--- config.mk ---
export PLATFORM = sky130hd
export DESIGN_NAME = flex_sensor_calibrate_and_scale
export DESIGN_NICKNAME = d
export VERILOG_FILES = /design/src/hdl/fscs_pkg.sv /design/src/hdl/fscs_lane.sv /design/src/hdl/flex_sensor_calibrate_and_scale.sv
export SDC_FILE = /design/constraint.sdc
export NUM_CORES = 1
export LEC_CHECK = 0
export BUFFER_PORTS_ARGS = -buffer_cell sky130_fd_sc_hd__buf_2
export CAP_MARGIN = 25
export CORE_MARGIN = 2
export CORE_UTILIZATION = 56
export DETAILED_ROUTE_END_ITERATION = 10
export PLACE_DENSITY_LB_ADDON = 0.2
export SYNTH_ARGS = -nofsm -noshare
export SYNTH_HDL_FRONTEND = slang
export SYNTH_SLANG_ARGS = --single-unit
--- constraint.sdc ---
create_clock -name i_clk -period 6.4 [get_ports i_clk]
set_clock_uncertainty 0.15 [all_clocks]
set_input_delay 0.64 -clock i_clk [delete_from_list [all_inputs] [get_ports i_clk]]
set_output_delay 0.64 -clock i_clk [all_outputs]
set_load 0.01 [all_outputs]
--- src/hdl/fscs_pkg.sv ---
// ============================================================================
// fscs_pkg
// Shared types, sizes and codes of the flex sensor calibrate and scale block.
// ============================================================================
package fscs_pkg;

    localparam int CHANNELS    = 4;
    localparam int SAMPLES     = 30;
    localparam int SAMPLE_BITS = 10;
    localparam int ANGLE_BITS  = 8;
    localparam int TOL_BITS    = 10;
    localparam int SUM_BITS    = 16;
    localparam int COUNT_BITS  = 6;
    localparam int PROD_BITS   = SAMPLE_BITS + ANGLE_BITS;
    localparam int STEP_BITS   = $clog2(PROD_BITS);
    localparam int APB_ADDR_BITS = 3;
    localparam int APB_DATA_BITS = 32;

    localparam logic [TOL_BITS-1:0]   TOL_RESET  = TOL_BITS'(20);
    localparam logic [ANGLE_BITS-1:0] AMAX_RESET = ANGLE_BITS'(180);

    // Register index, taken from the word address.
    localparam logic REG_TOLERANCE = 1'b0;
    localparam logic REG_ANGLE_MAX = 1'b1;

    // Phase codes as reported in phase_now.
    localparam logic [1:0] PH_OPEN  = 2'd0;
    localparam logic [1:0] PH_CLOSE = 2'd1;
    localparam logic [1:0] PH_RUN   = 2'd2;

    typedef logic [SAMPLE_BITS-1:0] t_sample;
    typedef logic [ANGLE_BITS-1:0]  t_angle;
    typedef logic [SUM_BITS-1:0]    t_sum;

    // Step controls that the sequencer sends to every lane in lockstep.
    typedef struct packed {
        logic load_map;
        logic load_avg;
        logic mul_step;
        logic div_step;
    } t_lane_ctl;

endpackage

--- src/hdl/fscs_lane.sv ---
// ============================================================================
// fscs_lane
// Bit-serial shift-add multiplier and restoring divider for one channel.
// ============================================================================
module fscs_lane (
    input  logic                        i_clk,
    input  fscs_pkg::t_lane_ctl         i_ctl,
    input  fscs_pkg::t_sample           i_x,
    input  fscs_pkg::t_sample           i_lo,
    input  fscs_pkg::t_sample           i_hi,
    input  fscs_pkg::t_angle            i_amax,
    input  fscs_pkg::t_sum              i_sum,
    output fscs_pkg::t_angle            o_angle,
    output fscs_pkg::t_sample           o_avg
);

    // The product and then the dividend/quotient share one shift register.
    logic [fscs_pkg::PROD_BITS-1:0]   r_q;
    logic [fscs_pkg::SAMPLE_BITS-1:0] r_mcand;
    logic [fscs_pkg::SAMPLE_BITS-1:0] r_rem;
    logic [fscs_pkg::SAMPLE_BITS-1:0] r_dvs;
    logic                             r_force_zero;

    logic [fscs_pkg::SAMPLE_BITS:0]   w_diff;
    logic [fscs_pkg::SAMPLE_BITS:0]   w_span;
    logic [fscs_pkg::SAMPLE_BITS:0]   w_diff_mag;
    logic [fscs_pkg::SAMPLE_BITS:0]   w_span_mag;
    logic [fscs_pkg::SAMPLE_BITS:0]   w_mul_sum;
    logic [fscs_pkg::SAMPLE_BITS:0]   w_shifted;
    logic [fscs_pkg::SAMPLE_BITS+1:0] w_trial;

    always_comb begin
        w_diff     = {1'b0, i_x} - {1'b0, i_lo};
        w_span     = {1'b0, i_hi} - {1'b0, i_lo};
        w_diff_mag = w_diff[fscs_pkg::SAMPLE_BITS] ? -w_diff : w_diff;
        w_span_mag = w_span[fscs_pkg::SAMPLE_BITS] ? -w_span : w_span;
        w_mul_sum  = {1'b0, r_q[fscs_pkg::PROD_BITS-1:fscs_pkg::ANGLE_BITS]}
                   + (r_q[0] ? {1'b0, r_mcand} : '0);
        w_shifted  = {r_rem, r_q[fscs_pkg::PROD_BITS-1]};
        w_trial    = {1'b0, w_shifted} - {2'b00, r_dvs};
    end

    always_ff @(posedge i_clk) begin
        if (i_ctl.load_map) begin
            r_q          <= {{fscs_pkg::SAMPLE_BITS{1'b0}}, i_amax};
            r_mcand      <= w_diff_mag[fscs_pkg::SAMPLE_BITS-1:0];
            r_rem        <= '0;
            r_dvs        <= w_span_mag[fscs_pkg::SAMPLE_BITS-1:0];
            // A zero span or a quotient of negative sign both end at zero.
            r_force_zero <= (i_hi == i_lo) ||
                            (w_diff[fscs_pkg::SAMPLE_BITS] ^ w_span[fscs_pkg::SAMPLE_BITS]);
        end else if (i_ctl.load_avg) begin
            r_q          <= fscs_pkg::PROD_BITS'(i_sum);
            r_rem        <= '0;
            r_dvs        <= fscs_pkg::SAMPLE_BITS'(fscs_pkg::SAMPLES);
            r_force_zero <= 1'b0;
        end else if (i_ctl.mul_step) begin
            r_q <= {w_mul_sum, r_q[fscs_pkg::ANGLE_BITS-1:1]};
        end else if (i_ctl.div_step) begin
            if (!w_trial[fscs_pkg::SAMPLE_BITS+1]) begin
                r_rem <= w_trial[fscs_pkg::SAMPLE_BITS-1:0];
                r_q   <= {r_q[fscs_pkg::PROD_BITS-2:0], 1'b1};
            end else begin
                r_rem <= w_shifted[fscs_pkg::SAMPLE_BITS-1:0];
                r_q   <= {r_q[fscs_pkg::PROD_BITS-2:0], 1'b0};
            end
        end
    end

    always_comb begin
        if (r_force_zero) begin
            o_angle = '0;
        end else if (r_q > fscs_pkg::PROD_BITS'(i_amax)) begin
            o_angle = i_amax;
        end else begin
            o_angle = r_q[fscs_pkg::ANGLE_BITS-1:0];
        end
        o_avg = r_q[fscs_pkg::SAMPLE_BITS-1:0];
    end

endmodule

--- src/hdl/flex_sensor_calibrate_and_scale.sv ---
// ============================================================================
// flex_sensor_calibrate_and_scale
// Two-point calibration of four sensor channels and linear map to angles.
// ============================================================================
// One sample set is taken at a time. A calibration set that is only checked
// against the reference or stored as reference goes from the evaluate state
// straight to the emit state; a set that completes a calibration phase also
// passes through the 18 steps of the bit-serial divider that forms the
// averages; a run-phase set passes through 8 shift-add multiply steps
// and 18 restoring divide steps in each channel lane (all lanes run together).
// A new set is taken as soon as the sequencer is idle, even while the last
// result still waits in the output register. After reset the block starts in
// open calibration: the first set becomes the reference, each of the next
// SAMPLES sets must lie strictly within tolerance of it on every channel,
// and a failing set raises tolerance_error and restarts the phase. Close
// calibration follows the same way, then every set is mapped so that the open
// average gives 0 and the close average gives angle_max, clamped to that
// range. The user must write the registers tolerance (address 0) and angle_max
// (address 4) over the APB port only while idle; the block does not enforce it.
// ============================================================================
module flex_sensor_calibrate_and_scale (
    input  logic                                 i_clk,
    input  logic                                 i_rst_n,
    // Sample set input.
    input  logic                                 i_in_valid,
    output logic                                 o_in_ready,
    input  fscs_pkg::t_sample                    i_chan_a,
    input  fscs_pkg::t_sample                    i_chan_b,
    input  fscs_pkg::t_sample                    i_chan_c,
    input  fscs_pkg::t_sample                    i_chan_d,
    // Result output.
    output logic                                 o_out_valid,
    input  logic                                 i_out_ready,
    output fscs_pkg::t_angle                     o_angle_a,
    output fscs_pkg::t_angle                     o_angle_b,
    output fscs_pkg::t_angle                     o_angle_c,
    output fscs_pkg::t_angle                     o_angle_d,
    output logic [1:0]                           o_phase_now,
    output logic                                 o_tolerance_error,
    output logic                                 o_angles_valid,
    // Configuration port.
    input  logic                                 psel,
    input  logic                                 penable,
    input  logic                                 pwrite,
    input  logic [fscs_pkg::APB_ADDR_BITS-1:0]   paddr,
    input  logic [fscs_pkg::APB_DATA_BITS-1:0]   pwdata,
    output logic [fscs_pkg::APB_DATA_BITS-1:0]   prdata,
    output logic                                 pready
);

    typedef enum logic [2:0] {
        S_IDLE,
        S_EVAL,
        S_MUL,
        S_DIV,
        S_STORE,
        S_EMIT
    } t_state;

    t_state                              r_state;
    logic                                r_avg_mode;
    logic [fscs_pkg::STEP_BITS-1:0]      r_step;

    fscs_pkg::t_sample                   r_smp   [fscs_pkg::CHANNELS];
    fscs_pkg::t_sample                   r_ref   [fscs_pkg::CHANNELS];
    fscs_pkg::t_sum                      r_sum   [fscs_pkg::CHANNELS];
    fscs_pkg::t_sample                   r_open  [fscs_pkg::CHANNELS];
    fscs_pkg::t_sample                   r_close [fscs_pkg::CHANNELS];
    logic [1:0]                          r_phase;
    logic                                r_have_ref;
    logic [fscs_pkg::COUNT_BITS-1:0]     r_good;

    logic [fscs_pkg::TOL_BITS-1:0]       r_tol;
    fscs_pkg::t_angle                    r_amax;

    // Result as formed by the sequencer, before it moves to the output.
    fscs_pkg::t_angle                    r_res_angle [fscs_pkg::CHANNELS];
    logic [1:0]                          r_res_phase;
    logic                                r_res_err;
    logic                                r_res_valid;

    // Output register.
    logic                                r_out_valid;
    fscs_pkg::t_angle                    r_out_angle [fscs_pkg::CHANNELS];
    logic [1:0]                          r_out_phase;
    logic                                r_out_err;
    logic                                r_out_angles_valid;

    fscs_pkg::t_lane_ctl                 w_ctl;
    fscs_pkg::t_sum                      w_new_sum  [fscs_pkg::CHANNELS];
    fscs_pkg::t_angle                    w_lane_angle [fscs_pkg::CHANNELS];
    fscs_pkg::t_sample                   w_lane_avg [fscs_pkg::CHANNELS];
    fscs_pkg::t_sample                   w_dev      [fscs_pkg::CHANNELS];
    logic                                w_pass;
    logic [fscs_pkg::COUNT_BITS:0]       n_good;
    logic                                w_complete;
    logic                                w_cfg_write;

    // ------------------------------------------------------------------
    // Tolerance check and accumulation of the held sample set. Every
    // channel must lie strictly inside the tolerance for the set to pass.
    // ------------------------------------------------------------------
    always_comb begin
        w_pass = 1'b1;
        for (int c = 0; c < fscs_pkg::CHANNELS; c++) begin
            w_dev[c] = (r_smp[c] > r_ref[c]) ? (r_smp[c] - r_ref[c])
                                             : (r_ref[c] - r_smp[c]);
            if (!(fscs_pkg::TOL_BITS'(w_dev[c]) < r_tol)) begin
                w_pass = 1'b0;
            end
            w_new_sum[c] = r_sum[c] + fscs_pkg::SUM_BITS'(r_smp[c]);
        end
        n_good     = {1'b0, r_good} + 1'b1;
        w_complete = (n_good >= (fscs_pkg::COUNT_BITS + 1)'(fscs_pkg::SAMPLES));
    end

    // Lane step controls: the lanes only follow the sequencer state.
    always_comb begin
        w_ctl.load_map = (r_state == S_EVAL) && r_phase[1];
        w_ctl.load_avg = (r_state == S_EVAL) && !r_phase[1] && r_have_ref &&
                         w_pass && w_complete;
        w_ctl.mul_step = (r_state == S_MUL);
        w_ctl.div_step = (r_state == S_DIV);
    end

    for (genvar g = 0; g < fscs_pkg::CHANNELS; g++) begin : g_lane
        fscs_lane u_lane (
            .i_clk   (i_clk),
            .i_ctl   (w_ctl),
            .i_x     (r_smp[g]),
            .i_lo    (r_open[g]),
            .i_hi    (r_close[g]),
            .i_amax  (r_amax),
            .i_sum   (w_new_sum[g]),
            .o_angle (w_lane_angle[g]),
            .o_avg   (w_lane_avg[g])
        );
    end

    // ------------------------------------------------------------------
    // Configuration registers. The word address selects the register.
    // ------------------------------------------------------------------
    assign w_cfg_write = psel && penable && pwrite;
    assign pready      = 1'b1;

    always_comb begin
        case (paddr[2])
            fscs_pkg::REG_TOLERANCE:
                prdata = fscs_pkg::APB_DATA_BITS'(r_tol);
            fscs_pkg::REG_ANGLE_MAX:
                prdata = fscs_pkg::APB_DATA_BITS'(r_amax);
            default:
                prdata = '0;
        endcase
    end

    always_ff @(posedge i_clk) begin
        if (!i_rst_n) begin
            r_tol  <= fscs_pkg::TOL_RESET;
            r_amax <= fscs_pkg::AMAX_RESET;
        end else if (w_cfg_write) begin
            if (paddr[2] == fscs_pkg::REG_TOLERANCE) begin
                r_tol <= pwdata[fscs_pkg::TOL_BITS-1:0];
            end else begin
                r_amax <= pwdata[fscs_pkg::ANGLE_BITS-1:0];
            end
        end
    end

    // ------------------------------------------------------------------
    // Sequencer, calibration state and output register.
    // ------------------------------------------------------------------
    always_ff @(posedge i_clk) begin
        if (!i_rst_n) begin
            r_state     <= S_IDLE;
            r_avg_mode  <= 1'b0;
            r_step      <= '0;
            r_phase     <= fscs_pkg::PH_OPEN;
            r_have_ref  <= 1'b0;
            r_good      <= '0;
            r_out_valid <= 1'b0;
        end else begin
            // The output transaction frees the register, unless an emit
            // below refills it in the same cycle.
            if (r_out_valid && i_out_ready && (r_state != S_EMIT)) begin
                r_out_valid <= 1'b0;
            end

            case (r_state)
                S_IDLE: begin
                    if (i_in_valid) begin
                        r_smp[0] <= i_chan_a;
                        r_smp[1] <= i_chan_b;
                        r_smp[2] <= i_chan_c;
                        r_smp[3] <= i_chan_d;
                        r_state  <= S_EVAL;
                    end
                end

                S_EVAL: begin
                    for (int c = 0; c < fscs_pkg::CHANNELS; c++) begin
                        r_res_angle[c] <= '0;
                    end
                    // Run phase; the unused phase code behaves the same.
                    r_res_err   <= !r_phase[1] && r_have_ref && !w_pass;
                    r_res_valid <= r_phase[1];
                    r_res_phase <= r_phase[1] ? fscs_pkg::PH_RUN : r_phase;
                    r_step      <= '0;
                    if (r_phase[1]) begin
                        r_avg_mode  <= 1'b0;
                        r_state     <= S_MUL;
                    end else if (!r_have_ref) begin
                        // The set becomes the reference and is not counted.
                        for (int c = 0; c < fscs_pkg::CHANNELS; c++) begin
                            r_ref[c] <= r_smp[c];
                            r_sum[c] <= '0;
                        end
                        r_have_ref <= 1'b1;
                        r_good     <= '0;
                        r_state    <= S_EMIT;
                    end else if (!w_pass) begin
                        // Drop the reference; the next set starts over.
                        r_have_ref <= 1'b0;
                        r_good     <= '0;
                        r_state    <= S_EMIT;
                    end else begin
                        for (int c = 0; c < fscs_pkg::CHANNELS; c++) begin
                            r_sum[c] <= w_new_sum[c];
                        end
                        r_good <= n_good[fscs_pkg::COUNT_BITS-1:0];
                        if (w_complete) begin
                            // The lanes divide the final sums by SAMPLES.
                            r_avg_mode <= 1'b1;
                            r_state    <= S_DIV;
                        end else begin
                            r_state <= S_EMIT;
                        end
                    end
                end

                S_MUL: begin
                    if (r_step == fscs_pkg::STEP_BITS'(fscs_pkg::ANGLE_BITS - 1)) begin
                        r_step  <= '0;
                        r_state <= S_DIV;
                    end else begin
                        r_step <= r_step + 1'b1;
                    end
                end

                S_DIV: begin
                    if (r_step == fscs_pkg::STEP_BITS'(fscs_pkg::PROD_BITS - 1)) begin
                        r_step  <= '0;
                        r_state <= S_STORE;
                    end else begin
                        r_step <= r_step + 1'b1;
                    end
                end

                S_STORE: begin
                    if (r_avg_mode) begin
                        for (int c = 0; c < fscs_pkg::CHANNELS; c++) begin
                            if (r_phase == fscs_pkg::PH_OPEN) begin
                                r_open[c] <= w_lane_avg[c];
                            end else begin
                                r_close[c] <= w_lane_avg[c];
                            end
                        end
                        r_phase    <= (r_phase == fscs_pkg::PH_OPEN) ? fscs_pkg::PH_CLOSE
                                                                    : fscs_pkg::PH_RUN;
                        r_have_ref <= 1'b0;
                        r_good     <= '0;
                    end else begin
                        for (int c = 0; c < fscs_pkg::CHANNELS; c++) begin
                            r_res_angle[c] <= w_lane_angle[c];
                        end
                    end
                    r_state <= S_EMIT;
                end

                S_EMIT: begin
                    if (!r_out_valid || i_out_ready) begin
                        for (int c = 0; c < fscs_pkg::CHANNELS; c++) begin
                            r_out_angle[c] <= r_res_angle[c];
                        end
                        r_out_phase        <= r_res_phase;
                        r_out_err          <= r_res_err;
                        r_out_angles_valid <= r_res_valid;
                        r_out_valid        <= 1'b1;
                        r_state            <= S_IDLE;
                    end
                end

                default: begin
                    r_state <= S_IDLE;
                end
            endcase
        end
    end

    assign o_in_ready        = (r_state == S_IDLE);
    assign o_out_valid       = r_out_valid;
    assign o_angle_a         = r_out_angle[0];
    assign o_angle_b         = r_out_angle[1];
    assign o_angle_c         = r_out_angle[2];
    assign o_angle_d         = r_out_angle[3];
    assign o_phase_now       = r_out_phase;
    assign o_tolerance_error = r_out_err;
    assign o_angles_valid    = r_out_angles_valid;

endmodule

==> results of run 1 <==
[where the power goes]
group | switching, mW | internal [mW]
combinational | 0.812 | 0.606
clock | 1.45 | 1.97
sequential | 0.129 | 3.83
[cells by family (layout without fill, tap and decap cells)]
family          Yosys count  in the layout  share of synthesized area (%)
other cells               2             23                         0.0214
flops                   527            527                           41.8
mux                     103            103                           2.99
buf+inv                 466            606                           5.49
simple gates           1012           1012                           13.8
fa+ha+maj               384            384                           14.3
compound gates          823            823                           15.6
xor+xnor                238            238                           5.95
[synthesized netlist by cell type (all sizes together), types with 5 or more instances]
cell type,count
nor2b,51
a2111oi,5
xnor2,161
and4,5
and3,32
a211oi,55
o22ai,8
inv,324
o31ai,24
or2,17
or3,40
nand2b,23
mux2,11
dfxtp,117
a21oi,199
nor3,66
nand3,67
a21o,76
buf,74
o211ai,45
ha,356
nor3b,5
a21boi,22
a41oi,6
edfxtp,410
nor2,302
a211o,13
o21a,46
nand2,271
nor4,18
xor2,77
fa,28
o211a,6
o21ai,187
o221ai,9
mux2i,92
a32o,5
and2,70
o311ai,7
clkbuf,67
a22oi,14
a31oi,24
nand4,34
o21bai,25
[per-layer routing]
layer / track usage (%) / vias to the layer above / wire length [um] / share of wire (%)
met5: 0 / - / 0 / 0
met4: 9.76 / 0 / 3190 / 3.6
met3: 4.69 / 182 / 6840 / 7.7
met2: 43.1 / 890 / 39200 / 44
met1: 38.0 / 12600 / 39500 / 45
li1: - / 12900 / - / -
[worst max-delay path, cell delays in order, from the launching register on]
cell,delay (ns)
edfxtp_1,0.40
inv_1,0.18
ha_1,0.18
inv_1,0.06
fa_1,0.39
a21oi_1,0.21
o22ai_1,0.14
o211a_1,0.25
o21a_1,0.17
o32a_1,0.27
a211o_1,0.33
a31oi_4,0.20
o21ai_1,0.09
xor2_1,0.29
ha_1,0.34
a222oi_1,0.33
and4_1,0.26
nand4_2,0.10
nor4_4,0.34
and2_2,0.31
nand4_1,0.15
nand2b_2,0.25
clkbuf_16,0.31
[registers in the layout, indices dropped and copies added (netlist names), 2 cells and up]
register                    cells
g_lane.u_lane.r_dvs            40
r_res_angle                    32
o_phase_now                     2
r_state                         3
g_lane.u_lane.r_mcand          40
r_step                          5
r_amax                          8
r_out_angle                    32
r_close                        40
g_lane.u_lane.r_rem            40
r_tol                          10
r_res_phase                     2
r_good                          6
g_lane.u_lane.r_force_zero      4
r_sum                          64
r_open                         40
r_phase                         2
r_smp                          40
g_lane.u_lane.r_q              72
r_ref                          40
[layout make-up]
type,count,area share (%)
timing repair buffer,171,2.94
sequential,527,38.0
inverter,325,3.17
clock buffer,65,3.89
clock inverter,45,1.11
tap,837,2.72
multi-input combinational,2583,48.1
[repair_timing]
item | CTS | global route
hold endpoints to repair | 4 | 0
gates resized for setup | 0 | 2
hold buffers | 4 | 0
setup endpoints to repair | 0 | 28
[path summary, 6_finish.rpt]
| check | start | endpoint | slack, ns | cells after the start |
|---|---|---|---|---|
| setup reg to reg | r_smp[0][0]$_DFFE_PP_ | r_sum[0][15]$_SDFFCE_PN0P_ | 0.33 | 22 |
| hold reg to reg | r_res_angle[1][0]$_SDFFCE_PP0P_ | r_out_angle[1][0]$_DFFE_PP_ | 0.27 | 0 |
| setup / recovery | r_smp[0][0]$_DFFE_PP_ | r_sum[0][15]$_SDFFCE_PN0P_ | 0.33 | 22 |
| hold / removal | i_chan_c[7] | r_smp[2][7]$_DFFE_PP_ | 0.03 | 1 |
[through the flow]
step / util [%] / worst slack, ns / power [mW] / cell area [um^2] / TNS [ns]
after detailed placement: 59.2 / 0.352 / 5.42 / 36500 / 0
after floorplan: - / 0.497 / 5.06 / 35100 / 0
final: 62.5 / 0.335 / 8.80 / 38500 / 0
after global routing: 62.5 / -0.00115 / 9.17 / 38500 / -0.00115
after CTS: 62.4 / 0.329 / 8.84 / 38500 / 0
after global placement: 59.1 / 0.423 / 5.39 / 36500 / 0
==> impl_results.md, run 1 <==
- Placed Cells: 4438
- Area contributors post-synth: edfxtp_1 35%, ha_1 13%, dfxtp_1 6.7%
- Arr. time, crit path: 6.23 ns
- Critical path endpoint category: flip-flop
- Max_cap viols: 0
- Area fraction of the dominant cell type after synthesis: 35.2%
- Hold Slack: 0.0293 ns
- Worst Max-Slew Pin Slew: 0.996 ns
- Worst-path clk slew: ~0.060 ns
- First-pass GRT wire length: 137 mm
- Syn avg cell area: 9.85 um^2
- DRC errors left: 0
- Peak Freq: roughly 0.16 GHz
- Starting DRC count in detailed routing: 2196
- Hold Vio Cnt, Final: 0
- Initial Util: around 57%
- Grt ovf: 0
- Placement Rows: 91
- Crit path max fanout: 32
- CTS Buf Count: 59
- Seq/Total Area, Yosys: a little over two fifths
- Relative slew slack: between 30 and 40%
- Final setup fails: 0
- Mapped Area: around 0.035 mm^2
- Fill count: 5188
- IO Pins: 153
- Most common cell after layout, fill and taps aside: edfxtp_1
- Synthesis-to-finish area growth: 10.1%
- Final Net Count: 4133
- Number of port buffers: 105
- Power Density: 228 mW/mm^2
- Vias in the first global route: 25100
- CP Launch Type: flip-flop
- Yosys warnings: 0
- Slew Limit Fails: 0
- Final std cells w/o fill: around 4600
- Htree depth: 2
- Initial DRT Pass Iterations: 7
- Yosys cell types: 95
- Period minus WS final: 6.07 ns
- RSZ-0062 raised after global routing: true
- Largest area contributor in the netlist: edfxtp_1
- Clock Tree Buf Depth: 3
- Highest-count cells in the layout ignoring fill and taps: 410 x edfxtp_1, 356 x ha_1, 322 x inv_1, 296 x nor2_1, 270 x nand2_1
- FF+latch count, synth: 527
- Worst EP required: 6.56 ns
- Die Area: 0.0645 mm^2
- Multi-input gate area: between 0.015 and 0.02 mm^2
- Final WL: 88.7 mm
- Static Leakage: 16.0 nW
- Status: finished, final reports clean
- Worst vdd ir: 332 uV
- Clock latency on the worst-skew pair: 0.63 ns
- RD Place Congestion: 0.897
- Total clock sinks: 527
- Postcts setup bufs: 0
- Via count: 26600
- Core Region: around 0.062 mm^2
- Number of synthesized flops with an enable pin: 410
- CTS tree: built
- Synth Instances: 3555
- Tcrit/Tclk final: 94.8%
- Die height: 254 um
- Global-route total usage across every layer: 27.3%
- Largest net degree at the start of global routing: 81
- Via density: 5.83
- Ant diodes: 0
- Async set-reset flop share out of synthesis: 0%
- Per-cell routed wire length: around 19 um
- Fraction of layout cells with a size suffix above 1: under 10%
- Root buffer cell: clkbuf_16
- Antenna-violating nets left: 0
- Die X: 254 um
- Post-DP HPWL: about 65 mm
- Reg area: 0.0147 mm^2
- Worst hold path type: input pin to flip-flop
- Synth Flop Type: edfxtp_1
- Kind of critical path: flip-flop to flip-flop
- Initial antenna violation count: 2
Note: power is estimated with default switching activity, not from simulation.
==> run 2, diff against run 1 <==
CELL_PAD_IN_SITES_DETAIL_PLACEMENT = 1   (was default)
CELL_PAD_IN_SITES_GLOBAL_PLACEMENT = 1   (was default)
CORE_UTILIZATION = 45   (was 56)
PLACE_DENSITY = 0.79   (was default)
PLACE_DENSITY_LB_ADDON = default   (was 0.2)
==> run 2 against run 1 <==
Compared with the run above:
- global-route usage shrank 1.3 points
- highest routed layer unchanged
- die area grew 24%
- via count up 4.3%
- register-to-register slack worse by 0.18 ns
- non-clock buffer count up 12
- largest cell class unchanged
- worst hold slack worse by 0.0019 ns
- critical endpoint is now r_sum[2][15]$_SDFFCE_PN0P_
- sequential share of layout area shrank 0.51 points
==> impl_results.md, run 2 (synthesized netlist as in run 1, its figures left out) <==
- Initial antenna violation count: 1 (-1)
- Largest Register: g_lane.u_lane.r_q
- Setup TNS: 0 ns (unchanged)
- CTS tree: built
- Die height: 283 um (+11%)
- Final Net Count: 4147 (+0.34%)
- Largest register FFs: 72 (unchanged)
- Gr busiest metal: met2
- Max_cap viols: 0 (unchanged)
- Core Region: 0.0772 mm^2 (+25%)
- Tcrit/Tclk final: 97.6% (+2.8 points)
- Ant diodes: 0 (unchanged)
- Worst vdd ir: 224 uV (-33%)
- IO Pins: 153 (unchanged)
- Post-DP HPWL: 78.9 mm (+22%)
- Kind of critical path: flip-flop to flip-flop
- R2r setup slk: 0.16 ns (-0.18 ns)
- Final WL: 106 mm (+19%)
- Top flop regs: g_lane.u_lane.r_q x72, r_sum x64
- Final setup fails: 0 (unchanged)
- Slew Limit Fails: 0 (unchanged)
- Met1 Use GR: 33.0% (-5.0 points)
- DRC errors left: 0 (unchanged)
- First-pass GRT wire length: 164 mm (+20%)
- Htree depth: 2 (unchanged)
- Antenna-violating nets left: 0 (unchanged)
- Die X: 283 um (+11%)
- Final WS setup: 0.156 ns (-0.178 ns)
- Reg2Reg Launch Point: r_smp[0][0]$_DFFE_PP_
- Number of port buffers: 105 (unchanged)
- Via count: 27700 (+4.3%)
- Sink of the worst hold path: r_smp[1][6]$_DFFE_PP_
- Worst Max-Slew Pin Slew: 1.02 ns (+0.0247 ns)
- Fin util: 50.6% (-12 points)
- Placed Cells: 4639 (+4.5%)
- Relative slew slack: 31.5% (-2.0 points)
- Placed Area: 0.0368 mm^2 (+0.60%)
- Worst-path clk slew: 0.06 ns (about the same)
- Peak Freq: 0.160 GHz (-2.9%)
- R2r endpoint: r_sum[2][15]$_SDFFCE_PN0P_
- Total Power: 9.13 mW (+3.7%)
- Initial DRT Pass Iterations: 5 (-2)
- Placement Rows: 102 (+12%)
- RD Place Congestion: 0.890 (-0.84%)
- Largest net degree at the start of global routing: 64 (-21%)
- Grt met2 use: 43.6% (+0.44 points)
- Status: finished, final reports clean
- Most common cell after layout, fill and taps aside: edfxtp_1
- Hold Path Depth: 1 (unchanged)
- Power Density: 234 mW/mm^2 (+2.3%)
- CTS Buf Count: 61 (+3.4%)
- Global-route total usage across every layer: 26.0% (-1.3 points)
- Per-cell routed wire length: 22.2 um (+14%)
- Static Leakage: 16.1 nW (+0.73%)
- Initial Util: 45.4% (-11 points)
- Via density: 5.80 (-0.52%)
- Die Area: 0.0801 mm^2 (+24%)
- Highest-count cells in the layout ignoring fill and taps: 410 x edfxtp_1, 356 x ha_1, 322 x inv_1, 296 x nor2_1, 270 x nand2_1
- Worst EP required: 6.58 ns (+0.02 ns)
- Synthesis-to-finish area growth: 11.6%
- Grt ovf: 0 (unchanged)
- CP Launch Type: flip-flop
- Worst slack, placed: -0.134 ns (-0.486 ns)
- Total clock sinks: 527 (unchanged)
- Fraction of layout cells with a size suffix above 1: 9.05% (+0.064 points)
- Hold Vio Cnt, Final: 0 (unchanged)
- Starting DRC count in detailed routing: 1879 (-14%)
- Clock latency on the worst-skew pair: 0.67 ns (+0.04 ns)
- Arr. time, crit path: 6.42 ns (+0.19 ns)
- Root buffer cell: clkbuf_16
- Worst hold path type: input pin to flip-flop
- Cell area after layout: 0.0391 mm^2 (+1.4%)
- Final std cells w/o fill: 4774 (+4.9%)
- Critical path endpoint category: flip-flop
- Crit path max fanout: 32 (unchanged)
- Vias in the first global route: 29300 (+17%)
- Hold_sp: i_chan_b[6]
- Clock Tree Buf Depth: 3 (unchanged)
- Met3 Usage GRT: 4.11% (-0.58 points)
- Reg2reg path depth: 24 (+9.1%)
- Period minus WS final: 6.24 ns (+0.178 ns)
- Hold Slack: 0.0274 ns (-0.00186 ns)
-- run 2: report_power, final --
part	switching [mW]	leakage, nW	internal, mW
Sequential	0.133	4.70	3.83
Clock	1.53	1.01	2.14
Combinational	0.887	10.4	0.613
Total	2.55	16.1	6.59
-- run 2: what timing repair did --
action	CTS	global route
gates resized for setup	1	9
endpoints found under the hold margin	16	0
buffers inserted	0	2
pin swaps	0	2
setup endpoints to repair	76	283
hold buffers	16	0
-- run 2: worst max-delay path, stage by stage, from the launching register on --
cell      delay, ns
edfxtp_1       0.44
inv_1          0.17
ha_1           0.20
inv_1          0.07
fa_1           0.40
a21oi_1        0.24
o22ai_1        0.15
o211a_1        0.25
o21a_1         0.16
o32a_2         0.28
buf_4          0.21
nand2_1        0.10
a31oi_4        0.11
o21ai_1        0.24
xor2_2         0.29
ha_1           0.33
a222oi_1       0.38
and4_1         0.26
nand4_2        0.10
nor4_4         0.40
and2_4         0.28
nand4_1        0.11
buf_4          0.19
nand2b_2       0.12
buf_12         0.25
-- run 2: cell type report --
type / count / area, um^2
Sequential cell: 527 / 14700
Fill cell: 8689 / 38100
Clock buffer: 82 / 1690
Tap cell: 1040 / 1300
Multi-Input combinational cell: 2583 / 18600
Clock inverter: 34 / 403
Timing Repair Buffer: 183 / 1210
Inverter: 325 / 1220
-- run 2: per-layer routing --
layer | share of wire (%) | vias to the layer above
met5 | 0 | -
met4 | 4.5 | 0
met3 | 6.8 | 218
met2 | 47 | 813
met1 | 42 | 13700
li1 | - | 12900
-- run 2: how the worst max path moves through the flow --
stage | from | end | slack, ns
detailed placement | r_smp[0][0]$_DFFE_PP_ | g_lane[3].u_lane.r_q[2]$_DFFE_PP_ | -0.13
CTS | r_smp[0][0]$_DFFE_PP_ | r_sum[2][4]$_SDFFCE_PN0P_ | -0.02
global route | r_smp[0][0]$_DFFE_PP_ | g_lane[0].u_lane.r_q[0]$_DFFE_PP_ | -0.05
floorplan | r_smp[0][0]$_DFFE_PP_ | r_sum[0][0]$_SDFFCE_PN0P_ | 0.50
finish | r_smp[0][0]$_DFFE_PP_ | r_sum[2][15]$_SDFFCE_PN0P_ | 0.16
global placement | r_smp[0][0]$_DFFE_PP_ | g_lane[3].u_lane.r_q[2]$_DFFE_PP_ | 0.03
==> run 3, diff against run 2 <==
CORE_MARGIN = default   (was 2)
CORE_UTILIZATION = 38   (was 45)
PLACE_DENSITY = 0.69   (was 0.79)
==> run 3 against run 2 <==
Compared with the run above:
- largest power group unchanged
- critical endpoint is now g_lane[1].u_lane.r_q[10]$_SDFFE_PP0P_
- cell count up 2.9%
- worst hold slack better by 0.014 ns
- design area grew 0.58%
- clock-buffer cell count grew 1
==> impl_results.md, run 3 (synthesized netlist as in run 1, its figures left out) <==
- Root buffer cell: clkbuf_16
- Final setup fails: 0 (unchanged)
- Core Region: 0.0907 mm^2 (+17%)
- Final WL: 104 mm (-1.7%)
- IO Pins: 153 (unchanged)
- Initial DRT Pass Iterations: 5 (unchanged)
- Sw Pwr: 2.60 mW (+2.2%)
- Combinational power share: 15.9% (-0.5 points)
- Most common cell after layout, fill and taps aside: edfxtp_1
- Arr. time, crit path: 6.40 ns (-0.02 ns)
- Seq pwr share: 42.6% (-0.9 points)
- Clock Tree Buf Depth: 3 (unchanged)
- CP Cell Sequence: inv_1, ha_1, inv_1, fa_1, a21o_1, a21o_1, a221oi_2, o31ai_4, buf_4, mux2i_1, o21bai_1, a21o_1, a21oi_2, xnor2_1, ha_1, and4_1, nand2_1, a21oi_1, nor4_4, and3_4, nor3_2, inv_1, buf_6, o221ai_1
- Worst slack, placed: 0.280 ns (+0.414 ns)
- Crit path max fanout: 17 (-47%)
- Largest Register: g_lane.u_lane.r_q
- Slowest stage cell, crit path: nor3_2
- Largest net degree at the start of global routing: 63 (-1.6%)
- Worst hold path type: input pin to flip-flop
- Max incr delay on CP: 0.81 ns (+0.37 ns)
- Starting DRC count in detailed routing: 1549 (-18%)
- Grt ovf: 0 (unchanged)
- Kind of critical path: flip-flop to flip-flop
- Post-DP HPWL: 77.8 mm (-1.4%)
- Worst-path clk slew: 0.06 ns (about the same)
- Initial antenna violation count: 0 (-1)
- DRC errors left: 0 (unchanged)
- RD Place Congestion: 0.878 (-1.3%)
- Number of hold buffers added after cts: 0 (-16)
- Final Net Count: 4146 (-0.024%)
- Relative slew slack: 21.3% (-10 points)
- Clk pwr share: 41.6% (+1.5 points)
- Max_cap viols: 0 (unchanged)
- Vias in the first global route: 27500 (-6.0%)
- Power Density: 237 mW/mm^2 (+1.5%)
- Synthesis-to-finish area growth: 12.2%
- Via density: 5.48 (-5.5%)
- Die Area: 0.0934 mm^2 (+17%)
- Top flop regs: g_lane.u_lane.r_q x72, r_sum x64
- Period minus WS final: 6.02 ns (-0.220 ns)
- Critical path endpoint category: flip-flop
- Initial Util: 38.6% (-6.7 points)
- Worst EP required: 6.78 ns (+0.20 ns)
- CP Buf/Inv Count: 5 (unchanged)
- Number of port buffers: 105 (unchanged)
- Die height: 306 um (+8.0%)
- Static Leakage: 16.1 nW (+0.32%)
- First-pass GRT wire length: 160 mm (-2.9%)
- CP Launch Type: flip-flop
- Cts repair resizes: 0 (-1)
- Postcts setup bufs: 0 (unchanged)
- Slew Limit Fails: 0 (unchanged)
- Setup TNS: 0 ns (unchanged)
- Switching portion of total power: 27.9% (+0.029 points)
- Fraction of layout cells with a size suffix above 1: 9.51% (+0.46 points)
- Clock latency on the worst-skew pair: 0.62 ns (-0.05 ns)
- Placement Rows: 110 (+7.8%)
- Total clock sinks: 527 (unchanged)
- RSZ-0062 raised after global routing: false
- CTS Buf Count: 67 (+9.8%)
- Largest register FFs: 72 (unchanged)
- Status: finished, final reports clean
- Peak Freq: 0.166 GHz (+3.6%)
- Htree depth: 3 (+1)
- Die X: 306 um (+8.0%)
- Final WS setup: 0.376 ns (+0.220 ns)
- Per-cell routed wire length: 21.2 um (-4.5%)
- Tcrit/Tclk final: 94.1% (-3.4 points)
- Global-route total usage across every layer: 22.1% (-3.9 points)
- Pint: 6.72 mW (+2.0%)
- CTS tree: built
- CP delay by family, top: compound AO/OA/AOI/OAI gates
- Via count: 26900 (-2.8%)
- Worst vdd ir: 178 uV (-21%)
- Antenna-violating nets left: 0 (unchanged)
- Highest-count cells in the layout ignoring fill and taps: 410 x edfxtp_1, 356 x ha_1, 322 x inv_1, 296 x nor2_1, 270 x nand2_1
- Hold Vio Cnt, Final: 0 (unchanged)
- Worst Max-Slew Pin Slew: 1.17 ns (+0.149 ns)
run 3: power by group through the flow:
stage / clock (mW) / sequential [mW] / combinational (mW)
floorplan: 0 / 3.99 / 1.07
global placement: 0 / 4.03 / 1.42
detailed placement: 0 / 4.04 / 1.46
CTS: 3.97 / 3.97 / 1.48
global route: 4.07 / 3.98 / 1.64
finish: 3.87 / 3.97 / 1.48
run 3: worst reg2reg max path, stage by stage, from the launching register on:
cell,delay [ns]
edfxtp_1,0.44
inv_1,0.16
ha_1,0.16
inv_1,0.06
fa_1,0.39
a21o_1,0.21
a21o_1,0.21
a221oi_2,0.36
o31ai_4,0.09
buf_4,0.21
mux2i_1,0.13
o21bai_1,0.12
a21o_1,0.15
a21oi_2,0.06
xnor2_1,0.47
ha_1,0.23
and4_1,0.22
nand2_1,0.06
a21oi_1,0.28
nor4_4,0.12
and3_4,0.20
nor3_2,0.81
inv_1,0.21
buf_6,0.24
o221ai_1,0.19
run 3: through the flow:
step	std cells	total power, mW	hold WS [ns]	utilization [%]	area [um^2]
finish	4911	9.32	0.0413	43.3	39300
detailed placement	4785	5.50	0.257	40.8	37000
floorplan	3576	5.06	0.250	-	35100
CTS	4908	9.41	0.00388	43.2	39200
global route	4910	9.70	0.0202	43.3	39300
global placement	4785	5.46	0.255	40.8	37000
run 3: worst paths after layout:
| kind | start | endpoint | slack (ns) | cells past startpoint |
|---|---|---|---|---|
| max | r_smp[1][0]$_DFFE_PP_ | g_lane[1].u_lane.r_q[10]$_SDFFE_PP0P_ | 0.38 | 24 |
| max reg2reg | r_smp[1][0]$_DFFE_PP_ | g_lane[1].u_lane.r_q[10]$_SDFFE_PP0P_ | 0.38 | 24 |
| min | i_chan_a[5] | r_smp[0][5]$_DFFE_PP_ | 0.04 | 1 |
| min reg2reg | r_res_angle[3][7]$_SDFFCE_PP0P_ | r_out_angle[3][7]$_DFFE_PP_ | 0.27 | 0 |
run 3: final cells by class:
cell class,instances,area [um^2]
fillers,10200,51400
multi-input cells,2583,18600
flip-flops and latches,527,14700
clock buffers,83,1820
well taps,1176,1470
inverters,325,1220
repair buffers,176,1150
clock inverters,40,390
diodes,1,2.50
run 3: layer usage:
layer | global-route usage (%) | vias to the layer above | wire [um]
met5 | 0.310 | - | 38
met4 | 8.31 | 2 | 3590
met3 | 3.45 | 165 | 5090
met2 | 35.8 | 547 | 47500
met1 | 29.6 | 13300 | 47800
li1 | - | 12900 | -
